--- src/sv/mjp_pkg.sv ---
`timescale 1ns / 1ps
package mjp_pkg;

	localparam int TIME_BITS = 32;
	localparam int FRAC_BITS = 24;
	localparam int DATA_BITS = 32;
	localparam int IDX_BITS = 2;
	localparam int INNER_BITS = FRAC_BITS + 4;
	localparam int PROD_BITS = DATA_BITS + INNER_BITS + 1;
	localparam int SHR_BITS = PROD_BITS - FRAC_BITS;
	localparam int LATENCY = FRAC_BITS + 6;

	typedef logic [TIME_BITS-1:0] time_t;
	typedef logic [FRAC_BITS-1:0] frac_t;
	typedef logic [INNER_BITS-1:0] inner_t;
	typedef logic signed [DATA_BITS-1:0] data_t;
	typedef logic [IDX_BITS-1:0] idx_t;

	typedef enum logic [1:0] {
		PH_BEFORE = 2'd0,
		PH_MOVING = 2'd1,
		PH_DONE   = 2'd2
	} phase_t;

	localparam idx_t REG_AMPLITUDE = idx_t'(0);
	localparam idx_t REG_START     = idx_t'(1);
	localparam idx_t REG_END       = idx_t'(2);

	localparam inner_t TEN_ONE = inner_t'(10) << FRAC_BITS;
	localparam inner_t SIX     = inner_t'(6);
	localparam inner_t FIFTEEN = inner_t'(15);

	typedef struct packed {
		logic   vld;
		phase_t phase;
	} side_t;

endpackage

--- src/sv/mjp_div.sv ---
`timescale 1ns / 1ps
module mjp_div (
	input  logic                   clk,
	input  logic                   arst_n,
	input  mjp_pkg::side_t         side_in,
	input  mjp_pkg::time_t         num_in,
	input  mjp_pkg::time_t         den_in,
	output mjp_pkg::side_t         side_out,
	output mjp_pkg::frac_t         quo_out
);

	// One quotient bit per stage; the remainder stays below the divisor when the numerator starts below it.
	mjp_pkg::side_t side_s [0:mjp_pkg::FRAC_BITS];
	mjp_pkg::time_t rem_s  [0:mjp_pkg::FRAC_BITS];
	mjp_pkg::time_t den_s  [0:mjp_pkg::FRAC_BITS];
	mjp_pkg::frac_t quo_s  [0:mjp_pkg::FRAC_BITS];

	assign side_s[0] = side_in;
	assign rem_s[0]  = num_in;
	assign den_s[0]  = den_in;
	assign quo_s[0]  = '0;

	for (genvar k = 0; k < mjp_pkg::FRAC_BITS; k++) begin : g_stage
		logic [mjp_pkg::TIME_BITS:0] sh;
		logic [mjp_pkg::TIME_BITS:0] diff;
		logic                        ge;

		assign sh   = {rem_s[k], 1'b0};
		assign diff = sh - {1'b0, den_s[k]};
		assign ge   = sh >= {1'b0, den_s[k]};

		always_ff @(posedge clk or negedge arst_n) begin
			if (!arst_n) begin
				side_s[k+1] <= '0;
			end else begin
				side_s[k+1] <= side_s[k];
			end
		end

		always_ff @(posedge clk) begin
			rem_s[k+1] <= ge ? mjp_pkg::time_t'(diff) : mjp_pkg::time_t'(sh);
			den_s[k+1] <= den_s[k];
			quo_s[k+1] <= mjp_pkg::frac_t'({quo_s[k], ge});
		end
	end

	assign side_out = side_s[mjp_pkg::FRAC_BITS];
	assign quo_out  = quo_s[mjp_pkg::FRAC_BITS];

endmodule

--- config.mk ---
export PLATFORM = sky130hd
export DESIGN_NAME = mjp_div
export DESIGN_NICKNAME = d
export VERILOG_FILES = /design/src/sv/mjp_pkg.sv /design/src/sv/mjp_div.sv
export SDC_FILE = /design/constraint.sdc
export NUM_CORES = 2
export LEC_CHECK = 0
export BUFFER_PORTS_ARGS = -buffer_cell sky130_fd_sc_hd__buf_2
export CORE_UTILIZATION = 50
export CTS_BUF_LIST = sky130_fd_sc_hd__clkbuf_4
export DETAILED_ROUTE_END_ITERATION = 10
export HOLD_SLACK_MARGIN = 0.03
export PLACE_DENSITY = 0.68
export SKIP_CTS_REPAIR_TIMING = 1
export SLEW_MARGIN = 15
export SYNTH_ARGS = -nofsm -noshare
export SYNTH_HDL_FRONTEND = slang
export SYNTH_SLANG_ARGS = --single-unit
--- constraint.sdc ---
create_clock -name clk -period 3.1 [get_ports clk]
set_clock_uncertainty 0.2 [all_clocks]
set_input_delay 0.775 -clock clk [delete_from_list [all_inputs] [get_ports clk]]
set_output_delay 0.775 -clock clk [all_outputs]
set_load 0.02 [all_outputs]
==> metrics.yaml <==
clock_network:
  cts_max_path_buffers: 4
  clock-sinks: 1844
  cts-buffers-inserted: 477
  worstSkewPairLatency_ns: 1.39
  htree_num_levels: 5
  worst_setup_hold_path_clk_slew_ns: 0.06
  cts-root-buf: "sky130_fd_sc_hd__clkbuf_4"
  cts_tree: "built"
sta:
  tightestPinTransition_ns: 0.698
  hold_violations: 0
  achievable-frequency_mhz: 293
  fin_crit_sh: 1.10
  setup_viol: 230
  rsz0062_at_grt: "true"
  timing_max_transition_violations_final: 0
  timing.max_slew.rel_slack: 0.533
  final_period_minus_worst_setup_slack_ns: 3.42
  worst_slack_ns: -0.317
die:
  dieHeight_um: 416
  top_level_ports: 96
  initial_core_util: 0.505
  core_area_um2: 170000
  placement_rows: 151
  dieArea_um2: 173000
  die_width_um: 416
power:
  p_leak_uw: 0.0554
  total_power_uw: 141000
  worst_ir_drop_vdd_mv: 0.667
  power-per-cell-area_nw_per_um2: 1210
routing:
  wl_mm: 254
  via_count: 75900
  drtPass1Iterations: 6
  drcViolationCount: 0
  drt_iter0_markers: 4984
  wl_per_cell_um: 18.0
  drt.antenna.violating_nets: 0
  avgViaCountPerCell: 5.37
global_routing:
  grt_max_degree: 60
  initial_antenna_violation_count: 9
  via_count_of_the_first_global_routing_pass: 71900
  grt_overflow_total: 0
  global_route_wire_length_before_repair_mm: 365
  track_usage: 0.258
setup_path:
  crit_path_category: "reg2reg"
  max_stage_delay_ns: 0.50
  worst-r2r-cell-count: 13
  arrival_ns: 4.49
  crit_chain: "buf_6 -> ha_4 -> nand2b_4 -> a21oi_4 -> o22a_4 -> a2111o_1 -> a31o_4 -> a221oi_4 -> a21oi_2 -> o32ai_4 -> buf_12 -> clkbuf_16 -> mux2_4"
  worst_ep_required_time_ns: 4.17
  worst_path_dominant_cell_family: "compound AO/OA/AOI/OAI gates"
  worstSetupPathDepth: 13
  regToRegStartpoint: "g_stage[4].sh[1]"
  endpoint_of_the_worst_register_to_register_path: "g_stage[5].sh[5]"
  r2r_setup_slack_ns: -0.32
  startpoint_type_of_the_worst_setup_path: "register"
  crit_path_max_fanout: 5
  cp-end-kind: "register"
  critical_path.endpoint: "g_stage[5].sh[5]"
  cp_num_buf_inv: 3
  cp-startpoint: "g_stage[4].sh[1]"
  timing.critical_path.slowest_stage_cell: "sky130_fd_sc_hd__a2111o_1"
synth:
  syn_nets: 10200
  syn-instance-count: 9384
  post-synth-top-area-fraction: 0.413
  yosysUniqueCellTypes: 98
  synthesis.area_per_instance_um2: 9.15
  synth-warning-count: 0
  async_flop_share: 0.0390
  post-synth-top-area-cell: "sky130_fd_sc_hd__dfxtp_1"
  syn-cell-area_um2: 85800
  edff_count_synth: 0
  synthesized_flop_and_latch_total: 1844
  ys.flop_type: "sky130_fd_sc_hd__dfxtp_1"
  yosys-top-cells-area: "sky130_fd_sc_hd__dfxtp_1, sky130_fd_sc_hd__ha_1, sky130_fd_sc_hd__o21ai_0, sky130_fd_sc_hd__inv_1, sky130_fd_sc_hd__nand2_1"
  share_of_the_yosys_chip_area_belonging_to_registers: 0.434
placement:
  place.gp.congestion: 0.952
  dp.final_hpwl_mm: 181
  placed_cells_incl_taps: 12900
  port-buffer-count: 95
  post_dp_cell_area_um2: 99900
layout:
  final_common_cell: "sky130_fd_sc_hd__dfxtp_1"
  final_util: 0.688
  mostFrequentLayoutCells: "sky130_fd_sc_hd__dfxtp_1, sky130_fd_sc_hd__buf_4, sky130_fd_sc_hd__inv_1"
  final_cell_area_um2: 117000
  finish.net_count: 12400
  stdcell_count: 14100
  post_route_cells_drive_above_1_share: 0.329
  syn_to_final_growth_pct: 36.2
min_path:
  hp-class: "reg2reg"
run:
  maxCapViolCount: 0
outcome:
  failed_checks: "negative setup slack"
  result_of_the_run: "complete, but fails checks"
per-stage QoR:
step                      hold slack (ns)  TNS, ns  setup slack (ns)
after global placement              0.110  -104.63            -0.449
final                              0.0384   -29.70            -0.317
after global routing              0.00456   -68.44            -0.457
after CTS                          -0.962  -153.68            -0.542
after detailed placement            0.112  -140.51            -0.502
after floorplan                     0.110    -2.24           -0.0557
metal layers:
metal / share of wire / track usage / up-vias
li1: - / - / 37200
met1: 0.44 / 0.341 / 35900
met2: 0.47 / 0.427 / 2259
met3: 0.057 / 0.0415 / 570
met4: 0.029 / 0.0884 / 2
met5: 0.000055 / 0 / -
synth_stat cells, types with 155 or more instances:
cell type / n
sky130_fd_sc_hd__mux2_2: 171
sky130_fd_sc_hd__clkbuf_1: 155
sky130_fd_sc_hd__a21oi_1: 618
sky130_fd_sc_hd__nor2_1: 384
sky130_fd_sc_hd__nand2_1: 903
sky130_fd_sc_hd__xnor2_1: 312
sky130_fd_sc_hd__o21ai_0: 820
sky130_fd_sc_hd__a21o_1: 388
sky130_fd_sc_hd__ha_1: 767
sky130_fd_sc_hd__inv_1: 957
sky130_fd_sc_hd__xor2_1: 295
sky130_fd_sc_hd__dfxtp_1: 1772
worst min path at each step:
stage	from	endpoint	slack, ns	depth (start not counted)
after floorplan	quo_s[33]	quo_out[10]	0.11	0
after CTS	arst_n	side_s[23]	-0.96	1
after global placement	quo_s[69]	quo_s[46]	0.11	0
after global routing	num_in[4]	g_stage[1].sh[6]	0.005	4
after detailed placement	quo_s[153]	quo_s[130]	0.11	0
final	quo_s[313]	quo_s[290]	0.04	0
worst register-to-register path, delay by kind of cell, from the launching register on:
kind                     cells  cell delay, ns
AO/OA/AOI/OAI                7            1.70
buffers and inverters        3            0.47
flip-flops                   1            0.32
multiplexers                 1            0.30
adder cells (fa/ha/maj)      1            0.24
AND/OR/NAND/NOR              1            0.08
layout make-up:
cell class / instances / area [µm²]
tap: 2218 / 2780
fill: 12800 / 53000
sequential: 1844 / 37500
clock inverter: 167 / 948
inverter: 959 / 3630
antenna: 8 / 20.0
timing repair buffer: 1950 / 16800
multi-input combinational: 6332 / 50300
clock buffer: 657 / 4930
flip-flops by register name, indices dropped and copies added (netlist names):
signal      flops
quo_s         276
den_s         736
side_out        3
g_stage.sh    736
quo_out        24
side_s         69
power breakdown:
group | total (µW) | internal [µW] | leakage (µW) | switching, µW
Combinational | 83900 | 42000 | 0.0361 | 41900
Sequential | 36900 | 31800 | 0.0158 | 5130
Clock | 20400 | 10600 | 0.00351 | 9810
logic make-up (layout without fill, tap and decap cells):
family | Yosys count | in the layout | synth area share
flip-flops | 1844 | 1844 | 0.434
adder cells (fa/ha/maj) | 790 | 790 | 0.117
multiplexers | 184 | 184 | 0.0241
buffers and inverters | 1209 | 3733 | 0.0556
AND/OR/NAND/NOR | 2142 | 2142 | 0.116
XOR/XNOR | 607 | 607 | 0.0619
AO/OA/AOI/OAI | 2608 | 2609 | 0.191
other | 0 | 8 | 0
(Power assumes the default switching activity.)
